--- src/sv/dlrd_pkg.sv ---
// ============================================================================
// dlrd_pkg : shared types and constants for the decimal limb ring divider
// Request codes, field widths and the controller/datapath command bundle.
// ============================================================================
`default_nettype none

package dlrd_pkg;

    localparam int LIMB_W      = 30;
    localparam int PORT_PTR_W  = 11;
    localparam int SHIFT_W     = 15;
    localparam int K_W         = 4;
    localparam int KMASK_W     = 9;

    localparam logic [K_W-1:0]    FULL_PASS_BITS = 4'd9;
    localparam logic [LIMB_W-1:0] LIMB_BASE      = 30'd1000000000;

    typedef enum logic [1:0] {
        REQ_WRITE  = 2'd0,
        REQ_SETPTR = 2'd1,
        REQ_DIVIDE = 2'd2,
        REQ_READ   = 2'd3
    } req_t;

    typedef enum logic [1:0] {
        RD_INDEX = 2'd0,
        RD_HIGH  = 2'd1,
        RD_NEXT  = 2'd2
    } rd_sel_t;

    typedef enum logic [1:0] {
        WR_INDEX = 2'd0,
        WR_PASS  = 2'd1,
        WR_PUSH  = 2'd2
    } wr_sel_t;

    typedef struct packed {
        logic    load_req;
        logic    rd_en;
        rd_sel_t rd_sel;
        logic    wr_en;
        wr_sel_t wr_sel;
        logic    set_ptrs;
        logic    pass_setup;
        logic    pass_start;
        logic    pass_step;
        logic    push;
        logic    out_load;
        logic    out_read;
    } dlrd_cmd_t;

    typedef struct packed {
        logic rem_zero;
        logic at_low;
        logic carry_nz;
    } dlrd_status_t;

endpackage

`default_nettype wire

--- src/sv/dlrd_ctrl.sv ---
// ============================================================================
// dlrd_ctrl : request sequencer for the decimal limb ring divider
// Decodes each request and steps the datapath through divide passes.
// ============================================================================
`default_nettype none

module dlrd_ctrl
    import dlrd_pkg::*;
(
    input  wire logic         clk,
    input  wire logic         rst_n,
    input  wire logic         in_valid,
    output logic              in_ready,
    input  wire logic [1:0]   req_type,
    output logic              out_valid,
    input  wire logic         out_ready,
    output dlrd_cmd_t         cmd,
    input  wire dlrd_status_t status
);

    typedef enum logic [2:0] {
        S_IDLE,
        S_EXEC,
        S_RD_WAIT,
        S_DIV_CHECK,
        S_PASS_START,
        S_PASS_RUN,
        S_PASS_END,
        S_DONE
    } state_t;

    state_t state_reg, state_next;
    req_t   req_reg,   req_next;
    logic   out_valid_reg, out_valid_next;

    always_comb begin
        state_next     = state_reg;
        req_next       = req_reg;
        out_valid_next = out_valid_reg && !out_ready;
        cmd            = '0;
        cmd.rd_sel     = RD_INDEX;
        cmd.wr_sel     = WR_INDEX;

        unique case (state_reg)
            S_IDLE: begin
                if (in_valid) begin
                    cmd.load_req = 1'b1;
                    req_next     = req_t'(req_type);
                    state_next   = S_EXEC;
                end
            end
            S_EXEC: begin
                unique case (req_reg)
                    REQ_WRITE: begin
                        cmd.wr_en  = 1'b1;
                        cmd.wr_sel = WR_INDEX;
                        state_next = S_DONE;
                    end
                    REQ_SETPTR: begin
                        cmd.set_ptrs = 1'b1;
                        state_next   = S_DONE;
                    end
                    REQ_READ: begin
                        cmd.rd_en  = 1'b1;
                        cmd.rd_sel = RD_INDEX;
                        state_next = S_RD_WAIT;
                    end
                    REQ_DIVIDE: state_next = S_DIV_CHECK;
                    default:    state_next = S_DONE;
                endcase
            end
            S_RD_WAIT: state_next = S_DONE;
            S_DIV_CHECK: begin
                if (status.rem_zero) begin
                    state_next = S_DONE;
                end else begin
                    cmd.pass_setup = 1'b1;
                    state_next     = S_PASS_START;
                end
            end
            S_PASS_START: begin
                cmd.rd_en      = 1'b1;
                cmd.rd_sel     = RD_HIGH;
                cmd.pass_start = 1'b1;
                state_next     = S_PASS_RUN;
            end
            S_PASS_RUN: begin
                cmd.wr_en     = 1'b1;
                cmd.wr_sel    = WR_PASS;
                cmd.pass_step = 1'b1;
                if (status.at_low) begin
                    state_next = S_PASS_END;
                end else begin
                    cmd.rd_en  = 1'b1;
                    cmd.rd_sel = RD_NEXT;
                end
            end
            S_PASS_END: begin
                if (status.carry_nz) begin
                    cmd.wr_en  = 1'b1;
                    cmd.wr_sel = WR_PUSH;
                    cmd.push   = 1'b1;
                end
                state_next = S_DIV_CHECK;
            end
            S_DONE: begin
                if (!out_valid_reg || out_ready) begin
                    cmd.out_load   = 1'b1;
                    cmd.out_read   = (req_reg == REQ_READ);
                    out_valid_next = 1'b1;
                    state_next     = S_IDLE;
                end
            end
            default: state_next = S_IDLE;
        endcase
    end

    always_ff @(posedge clk or negedge rst_n)
    begin
        if (!rst_n) begin
            state_reg     <= S_IDLE;
            req_reg       <= REQ_WRITE;
            out_valid_reg <= 1'b0;
        end else begin
            state_reg     <= state_next;
            req_reg       <= req_next;
            out_valid_reg <= out_valid_next;
        end
    end

    assign in_ready  = (state_reg == S_IDLE);
    assign out_valid = out_valid_reg;

    a_no_double_result: assert property (@(posedge clk) disable iff (!rst_n)
        (out_valid_reg && !out_ready) |-> !cmd.out_load)
        else $error("result overwritten while still pending");

    a_push_after_pass: assert property (@(posedge clk) disable iff (!rst_n)
        cmd.push |-> $past(state_reg == S_PASS_RUN))
        else $error("carry push not right after a pass");

    a_div_only_pass: assert property (@(posedge clk) disable iff (!rst_n)
        cmd.pass_setup |-> req_reg == REQ_DIVIDE)
        else $error("divide pass started for a non-divide request");

endmodule

`default_nettype wire

--- config.mk ---
export PLATFORM = sky130hd
export DESIGN_NAME = dlrd_ctrl
export DESIGN_NICKNAME = d
export VERILOG_FILES = /design/src/sv/dlrd_pkg.sv /design/src/sv/dlrd_ctrl.sv
export SDC_FILE = /design/constraint.sdc
export NUM_CORES = 1
export LEC_CHECK = 0
export BUFFER_PORTS_ARGS = -buffer_cell sky130_fd_sc_hd__buf_4
export CORE_AREA = 2 2 39 41
export DETAILED_ROUTE_END_ITERATION = 10
export DIE_AREA = 0 0 41 43
export PLACE_DENSITY = 0.61
export SYNTH_ARGS = -nofsm -noshare
export SYNTH_HDL_FRONTEND = slang
export SYNTH_SLANG_ARGS = --single-unit
export TNS_END_PERCENT = 10
--- constraint.sdc ---
create_clock -name clk -period 1.7 [get_ports clk]
set_clock_uncertainty 0.2 [all_clocks]
set_input_delay 0 -clock clk [delete_from_list [all_inputs] [get_ports clk]]
set_output_delay 0 -clock clk [all_outputs]
set_load 0.03 [all_outputs]
Word-level counts from Yosys, hierarchy flattened
Index checks and enable logic that the tools add are counted.
{"block": "totals", "register_bits": 6, "inputBits": 9, "out_inout_bits": 16, "wordCells": 51}
{"block": "op_classes", "n_eq_ne": 13, "mux": 26, "n_reduce_logical": 9}
{"op": "$pmux 3 s3", "n": 3}
{"op": "$pmux 3 s8", "n": 1}
{"op": "$mux 3", "n": 7}
{"op": "$eq 3x3->1 const B", "n": 4}
{"op": "$mux 1", "n": 12}
{"op": "$eq 3x2->1 const B", "n": 2}
{"op": "$mux 2", "n": 3}
{"op": "$ne 2x2->1 const B", "n": 3}
{"op": "$eq 2x2->1 const B", "n": 2}
{"op": "$eq 3x1->1 const B", "n": 1}
{"op": "$logic_not 3->1", "n": 1}
{"op": "$reduce_and 3->1", "n": 1}
{"op": "$eq 2x1->1 const B", "n": 1}
{"op": "$logic_not 1->1", "n": 2}
{"op": "$logic_not 2->1", "n": 1}
{"op": "$reduce_and 2->1", "n": 1}
{"op": "$reduce_or 2->1", "n": 1}
{"op": "$logic_and 1x1->1", "n": 1}
{"op": "$logic_or 1x1->1", "n": 1}

Longest topological paths before layout
Gate-level depths: netlist of run 1.
{"block": "logic_depth", "ltp_word": 4, "depth_mapped": 4, "mapped_depth_nobuf": 3}

Least setup slack after synthesis of run 1
No wires, ideal clock.
{"block": "synth_timing", "path_type": "reg-to-output", "startpoint": "register state_reg[2]", "endpoint": "output cmd[6] in the netlist's numbering", "t_arrival_ns": 1.675, "t_required_ns": 1.500, "setup_slack_ns": -0.175, "path_stages_with_launch": 3, "path_buffers": 1, "cell_sequence": "dfrtp_1 > buf_2 > nor4b_1"}
{"element": "from (decl)", "line_no": "dlrd_ctrl.sv:32", "rtl": "state_t state_reg, state_next;"}
{"element": "from (signal assigned)", "line_no": "dlrd_ctrl.sv:125", "rtl": "state_reg <= state_next;"}
{"element": "to (decl)", "line_no": "dlrd_ctrl.sv:17", "rtl": "output dlrd_cmd_t cmd,"}

==> results of run 1 <==
## power by group through the flow
stage               clock network, mW  logic [mW]  registers [mW]
floorplan                           0       0.696           0.310
global placement                    0       0.966           0.329
detailed placement                  0       0.975           0.333
CTS                             0.129       0.996           0.332
global route                    0.146        1.07           0.354
finish                          0.124       0.989           0.337
## Yosys cell counts
master    instances
a311oi_1          1
buf_2             1
buf_4             1
a21oi_1           4
inv_1             1
o32ai_1           1
nor2b_1           2
and2b_1           1
and2_1            4
nor3_2            1
nand2b_1          2
or2_2             1
o22ai_1           1
nor3b_1           2
mux2i_1           1
nand3_1           1
and2_4            1
and3b_1           1
o21ai_0           2
mux2_4            2
nand2_1           3
a31oi_1           1
o31ai_1           1
nor4b_1           1
buf_6             1
dfrtp_1           6
a211oi_1          1
nor3_1            2
nor2_1            3
## through the flow
stage	hold slack [ns]	utilization	setup slack (ns)	setup TNS, ns
floorplan	-0.496	-	-0.159	-0.401
global placement	-0.390	0.470	0.231	0
detailed placement	-0.390	0.470	0.184	0
CTS	0.201	0.544	0.0408	0
global route	0.223	0.546	0.0185	0
finish	0.200	0.546	0.139	0
## layer usage
| metal | GRT usage | share of wire |
|---|---|---|
| met1 | 0.209 | 0.43 |
| met3 | 0.0524 | 0.067 |
| met2 | 0.259 | 0.50 |
| met4 | 0.0400 | 0.011 |
| met5 | 0 | 0 |
## cell type report
type,count,share of cell area
Timing Repair Buffer,35,0.374
Multi-Input combinational cell,40,0.363
Sequential cell,6,0.202
Clock buffer,3,0.0298
Tap cell,16,0.0265
Inverter,1,0.00497
## worst paths after layout
check                      cells after the start         start  slack [ns]            to
setup / recovery                               4  state_reg[0]        0.14       cmd[11]
hold / removal                                 3     status[0]        0.20        cmd[2]
setup reg to reg                               3  state_reg[1]        0.23    req_reg[1]
hold reg to reg                                1    req_reg[1]        0.38    req_reg[1]
max in group asynchronous                      3         rst_n        0.55  state_reg[1]
min in group asynchronous                      3         rst_n        0.51    req_reg[1]
## what timing repair did
item / 4_1_cts / 5_1_grt
endpoints found under the hold margin: 10 / 0
endpoints found under the setup margin: 0 / 6
buffers inserted: 0 / 0
hold buffers: 8 / 0
gates resized for setup: 0 / 2
## worst min-delay path, delay by kind of cell
kind	cells	cell delay, ns
AND/OR/NAND/NOR	1	0.12
buffers and inverters	2	0.27
## logic make-up (layout without fill, tap and decap cells)
logic type      count (synthesis)  after routing  share of synthesized area
compound gates                 12             12                      0.169
buf+inv                         4             39                     0.0618
flops                           6              6                      0.337
mux                             3              3                     0.0899
simple gates                   25             25                      0.343
==> reports/results.txt, run 1 <==
Max-Cap Viols -> 0
clock sink count -> 6
area of the core -> 1380 sq um
Initial DRC Count -> 3
Routed WL per cell -> 12.2 um
initial antenna violation count -> 0
Logic pwr share -> 0.682
period utilization -> 0.918
nets -> 96
count of different cell masters after synthesis -> 29
Buffers on Ports -> 24
FP Rows -> 14
cts bufs inserted -> 3
Critical Path RT -> 1.50 ns
Mapped Area -> 445 sq um
synth warn -> 0
root buf cell -> clkbuf_4
switching pwr -> 727 uW
fin area -> 756 sq um
IO Pins -> 25
Antenna diodes -> 0
Register Area -> 153 sq um
commonest non-fill, non-tap cells in the layout -> 27 x buf_4, 8 x dlygate4sd3_1, 4 x and2_1, 4 x a21oi_1, 4 x dfrtp_1
DRC -> 0
setup violators final -> 0
share of cells above drive strength 1 -> 0.447
Vias -> 485
synthesis-to-layout area growth -> 69.7%
crit-path cells -> and2b_1, and2_1, nor2b_1, buf_4
Int Power -> 722 uW
Via-to-Cell Ratio -> 4.80
Reg power frac -> 0.232
switching portion of total power -> 0.502
Synth Net Count -> 59
DP Cell Count -> 90
FF+latch count, synth -> 6
sequential share of the synthesized area -> 0.337
top-area cell type share of the netlist area -> 0.337
status -> finished clean
DRT Wirelength -> 1230 um
total power -> 1.45 mW
FILL cells -> 126
clk_lat worst skew -> 0.23 ns
clock share of power -> 0.085
routability-driven placement congestion ratio -> 0.803
post-route ant nets -> 0
Final Non-Filler Cells -> 101
RSZ-0062 raised after global routing -> false
worst hold path class -> input pin to output pin
die area -> 1760 sq um
max incr delay on CP -> 0.48 ns
clk buf depth -> 2
grt total ovfl -> 0
Fmax -> 640 MHz
max reg flops -> 3
CP delay by family, top -> simple AND/OR/NAND/NOR gates
Worst Tran Pin Value -> 0.280 ns
die width -> 41 um
Multi-input gate area -> 274 sq um
Initial Utilization -> 0.322
WP buf/inv -> 1
Area contributors post-synth -> dfrtp_1 34%, mux2_4 6.7%, and2_1 5.6%, a21oi_1 4.5%, nor3b_1 3.4%
WS Path Type -> flop to output pin
Max-slew headroom -> 0.813
crit path capture type -> output pin
Crit path arrival time -> 1.36 ns
Max Slew Vio Count -> 0
min Tclk post-route -> 1.56 ns
Clk pin slew, worst setup/hold paths -> 0.04 ns
critical-path maximum fanout -> 14
Power Dens Cells -> 1920 nW/um^2
CTS tree -> built
Worst setup SP type -> flop
pin count of the biggest net entering global routing -> 16
commonest non-fill, non-tap cell in the layout -> buf_4
H-Tree Depth -> 1
Peak VDD IR -> 0.000864 V
Synth Area per Inst -> 8.91 sq um
GR Util All Layers -> 0.164
DRT Pass-1 Iters -> 2
vias in the first global route -> 442
Synth Instances -> 50
first-pass GRT wire length -> 1960 um
Hold Fails Final Rpt -> 0
placed inst area -> 651 sq um
Synth area leader -> dfrtp_1
leakage -> 0.362 nW
DP HPWL -> 893 um
Die H -> 43 um
highest-delay cell along the critical path -> dfrtp_2
Note: power is estimated with default switching activity, not from simulation.
==> run 2: changes to the inputs <==
--- a/config.mk
+++ b/config.mk
@@ -6,10 +6,10 @@
 export NUM_CORES = 1
 export LEC_CHECK = 0
 export BUFFER_PORTS_ARGS = -buffer_cell sky130_fd_sc_hd__buf_4
-export CORE_AREA = 2 2 39 41
+export CORE_ASPECT_RATIO = 1.1
+export CORE_UTILIZATION = 30
 export DETAILED_ROUTE_END_ITERATION = 10
-export DIE_AREA = 0 0 41 43
-export PLACE_DENSITY = 0.61
+export PLACE_DENSITY = 0.56
 export SYNTH_ARGS = -nofsm -noshare
 export SYNTH_HDL_FRONTEND = slang
 export SYNTH_SLANG_ARGS = --single-unit
==> run 2 against run 1 <==
Net effect: die area shrank 6.8%; count of clock-buffer cells in the layout is the same; global-route usage shrank 3.1 points; critical path type unchanged; largest cell class unchanged.
==> reports/results.txt, run 2 (synthesis results as in run 1) <==
DRT Wirelength -> 1040 um
die area -> 1640 sq um
Die H -> 42.4 um
IO Pins -> 25
Worst Tran Pin Value -> 0.277 ns
DRC -> 0
Via-to-Cell Ratio -> 4.83
Hold Startpoint -> status[0]
CTS tree -> built
crit path capture type -> output pin
crit-path cells -> and2b_1, and2_1, nor2b_1, buf_4
Initial Utilization -> 0.322
RSZ-0062 raised after global routing -> false
WS Path Type -> flop to output pin
worst hold path class -> input pin to output pin
Fmax -> 638 MHz
Hold Fails Final Rpt -> 0
total power -> 1.44 mW
commonest non-fill, non-tap cell in the layout -> buf_4
max reg flops -> 3
Power Dens Cells -> 1890 nW/um^2
first-pass GRT wire length -> 1490 um
clk_lat worst skew -> 0.24 ns
clk buf depth -> 2
Worst setup SP type -> flop
status -> finished clean
Clk pin slew, worst setup/hold paths -> 0.04 ns
die width -> 38.7 um
period utilization -> 0.922
nets -> 96
post-route ant nets -> 0
pin count of the biggest net entering global routing -> 16
Antenna diodes -> 0
DP HPWL -> 819 um
FP Rows -> 14
r2r startpoint -> state_reg[1]
root buf cell -> clkbuf_4
area of the core -> 1380 sq um
Max-Cap Viols -> 0
highest-delay cell along the critical path -> dfrtp_2
max incr delay on CP -> 0.49 ns
setup violators final -> 0
initial antenna violation count -> 0
DRT Pass-1 Iters -> 4
synthesis-to-layout area growth -> 70.8%
Crit path arrival time -> 1.37 ns
routability-driven placement congestion ratio -> 0.719
Multi-input gate area -> 279 sq um
Buffers on Ports -> 24
Critical Path RT -> 1.50 ns
WP buf/inv -> 1
Post-CTS Setup Inserts -> 0
FILL cells -> 126
Routed WL per cell -> 10.3 um
vias in the first global route -> 374
Initial DRC Count -> 11
grt total ovfl -> 0
Max-slew headroom -> 0.814
Vias -> 488
Max Slew Vio Count -> 0
critical-path maximum fanout -> 14
clock sink count -> 6
share of cells above drive strength 1 -> 0.459
min Tclk post-route -> 1.57 ns
Util after Layout -> 0.550
CP delay by family, top -> flip-flops
CP startpoint -> state_reg[0]
leakage -> 0.363 nW
H-Tree Depth -> 1
Peak VDD IR -> 0.000834 V
commonest non-fill, non-tap cells in the layout -> 27 x buf_4, 8 x dlygate4sd3_1, 4 x and2_1, 4 x a21oi_1, 4 x dfrtp_1
Register Area -> 153 sq um
GR Util All Layers -> 0.133
cts bufs inserted -> 3
[run 2: changes by cell type in the layout (fill, tap and decap cells not counted)]
cell	delta
nor3b_2	+1
nor3b_1	-1
[run 2: power breakdown]
part           internal [mW]  switching (mW)
sequential             0.222           0.114
combinational          0.423           0.556
clock                 0.0795          0.0460
[run 2: layout make-up]
cell class              instances  share of cell area
inverters                       1             0.00493
multi-input cells              40               0.367
repair buffers                 35               0.372
flip-flops and latches          6               0.201
clock buffers                   3              0.0296
well taps                      16              0.0263
[run 2: worst register-to-register path, stage by stage (launching register included)]
cell     delay (ns)
dfrtp_2        0.45
nor3_2         0.21
and2_4         0.20
mux2_4         0.29
[run 2: stage by stage]
stage	instance area [sq um]	setup TNS, ns	instances	hold WS (ns)	setup WS, ns
final	761	0	101	0.202	0.133
after CTS	753	0	101	0.203	0.0323
after global placement	651	0	90	-0.390	0.230
after detailed placement	651	0	90	-0.391	0.188
after global routing	761	0	101	0.221	0.00299
after floorplan	452	-0.401	50	-0.496	-0.159
[run 2: per-layer routing]
layer	global-route usage	share of wire	up-vias
met5	0	0	-
met2	0.180	0.47	21
li1	-	-	253
met4	0.103	0.013	0
met1	0.175	0.45	212
met3	0.0319	0.057	2
[run 2: final timing paths]
| check | to | slack [ns] | cells after the start |
|---|---|---|---|
| hold reg to reg | req_reg[1] | 0.37 | 1 |
| hold / removal | cmd[2] | 0.20 | 3 |
| setup reg to reg | req_reg[1] | 0.23 | 3 |
| min in group asynchronous | req_reg[1] | 0.49 | 3 |
| setup / recovery | cmd[11] | 0.13 | 4 |
| max in group asynchronous | state_reg[0] | 0.59 | 3 |
[run 2: timing repair]
item / CTS / global route
hold buffers: 8 / 0
setup endpoints to repair: 0 / 8
hold endpoints to repair: 11 / 0
resized for setup: 0 / 3
==> run 3: changes to the inputs <==
--- a/config.mk
+++ b/config.mk
@@ -8,6 +8,7 @@
 export BUFFER_PORTS_ARGS = -buffer_cell sky130_fd_sc_hd__buf_4
 export CORE_ASPECT_RATIO = 1.1
 export CORE_UTILIZATION = 30
+export CTS_BUF_LIST = sky130_fd_sc_hd__clkbuf_4 sky130_fd_sc_hd__clkbuf_8 sky130_fd_sc_hd__clkbuf_16
 export DETAILED_ROUTE_END_ITERATION = 10
 export PLACE_DENSITY = 0.56
 export SYNTH_ARGS = -nofsm -noshare
==> constraint.sdc (replaced) <==
create_clock -name clk -period 1.5 [get_ports clk]
set_clock_uncertainty 0.2 [all_clocks]
set_input_delay 0 -clock clk [delete_from_list [all_inputs] [get_ports clk]]
set_output_delay 0 -clock clk [all_outputs]
set_load 0.03 [all_outputs]
==> run 3 against run 2 <==
Net effect: the run now ends with negative setup slack left; critical path depth up 1; hold slack worse by 0.13 ns; total power up 35%; first-iteration DRC count down 9.1%; core utilization up 8.7 points; sequential share of layout area down 2.9 points; register-to-register slack worse by 0.29 ns; highest routed layer is now met3.
==> reports/results.txt, run 3 (synthesis results as in run 1) <==
status -> finished with violations
failing checks -> negative setup slack
Peak VDD IR -> 0.00102 V
CP startpoint -> state_reg[1]
Setup WS pre-CTS -> 0.0647 ns
clk_lat worst skew -> 0.24 ns
Util after Layout -> 0.637
grt total ovfl -> 0
CTS tree -> built
IO Pins -> 25
nets -> 102
DP HPWL -> 894 um
root buf cell -> clkbuf_4
DP Cell Count -> 92
clock sink count -> 6
Hold Path Stages -> 3
DRT Pass-1 Iters -> 4
crit path capture type -> output pin
clk buf depth -> 2
first-pass GRT wire length -> 1900 um
Antenna diodes -> 0
total power -> 1.94 mW
cts bufs inserted -> 3
die area -> 1640 sq um
Initial DRC Count -> 10
initial antenna violation count -> 0
period utilization -> 1.04
fin area -> 881 sq um
RSZ-0062 raised after global routing -> true
Vias -> 522
Max-Cap Viols -> 0
FILL cells -> 133
Final Non-Filler Cells -> 107
post-route ant nets -> 0
Max-slew headroom -> 0.793
placed inst area -> 666 sq um
share of cells above drive strength 1 -> 0.582
DRT Wirelength -> 1250 um
Critical Path RT -> 1.30 ns
Fmax -> 639 MHz
final setup TNS -> -0.251 ns
Die H -> 42.4 um
path depth of the worst reg2reg path -> 4
Max Slew Vio Count -> 0
WS Path Type -> flop to output pin
Clk pin slew, worst setup/hold paths -> 0.04 ns
setup violators final -> 7
vias in the first global route -> 469
die width -> 38.7 um
max reg flops -> 3
Initial Utilization -> 0.322
leakage -> 0.411 nW
GR Util All Layers -> 0.163
H-Tree Depth -> 1
Crit path arrival time -> 1.37 ns
pin count of the biggest net entering global routing -> 16
DRC -> 0
Hold Startpoint -> status[1]
commonest non-fill, non-tap cells in the layout -> 25 x buf_4, 8 x dlygate4sd3_1, 7 x buf_6, 5 x dfrtp_1, 4 x a21oi_1
FP Rows -> 14
critical-path maximum fanout -> 4
min Tclk post-route -> 1.57 ns
Worst setup SP type -> flop
r2r startpoint -> state_reg[1]
worst hold path class -> input pin to output pin
commonest non-fill, non-tap cell in the layout -> buf_4
Worst Tran Pin Value -> 0.309 ns
synthesis-to-layout area growth -> 97.8%
Hold Fails Final Rpt -> 0
Via-to-Cell Ratio -> 4.88
Buffers on Ports -> 24
area of the core -> 1380 sq um
worst setup margin -> -0.0658 ns
Hold WS -> 0.0696 ns
routability-driven placement congestion ratio -> 0.729
Routed WL per cell -> 11.7 um
Power Dens Cells -> 2210 nW/um^2
==> run 3: cell count changes in the layout (fill, tap and decap cells not counted), sizes merged <==
cell  change
buf       +6
==> run 3: worst max-delay path, stage by stage (launching register included) <==
cell and delay [ns]:
dfrtp_1 0.39, buf_6 0.13, and2b_1 0.21, and2_4 0.14
nor2b_4 0.13, buf_6 0.13
==> run 3: area by class of cell <==
cell class / instances / area [sq um] / share of cell area
clock buffers: 3 / 22.5 / 0.0256
well taps: 16 / 20.0 / 0.0227
multi-input cells: 40 / 322 / 0.365
flip-flops and latches: 6 / 151 / 0.172
inverters: 1 / 3.75 / 0.00426
repair buffers: 41 / 362 / 0.411
==> run 3: path summary, 6_finish.rpt <==
| check | end | slack (ns) |
|---|---|---|
| min in group asynchronous | out_valid | 0.49 |
| worst max register to register | req_reg[1] | -0.06 |
| max in group asynchronous | state_reg[0] | 0.37 |
| worst max-delay path | cmd[11] | -0.07 |
| worst min-delay path | cmd[11] | 0.07 |
| worst min register to register | req_reg[1] | 0.38 |
==> run 3: power by group <==
part / leakage, nW / switching [mW] / internal [mW]
combinational: 0.327 / 0.787 / 0.681
sequential: 0.0697 / 0.0868 / 0.249
clock: 0.0138 / 0.0512 / 0.0900
==> run 3: layer usage <==
metal	GRT usage	share of wire	vias to the layer above	wire length (um)
li1	-	-	263	-
met1	0.196	0.42	244	522
met2	0.283	0.55	15	688
met3	0	0.034	0	43
met4	0.0828	0	0	0
met5	0	0	-	0
==> run 3: what timing repair did <==
action	CTS	global route
pin swaps	1	2
endpoints found under the hold margin	11	0
buffers inserted	4	0
hold buffers	8	0
gates resized for setup	9	13
setup endpoints to repair	12	16
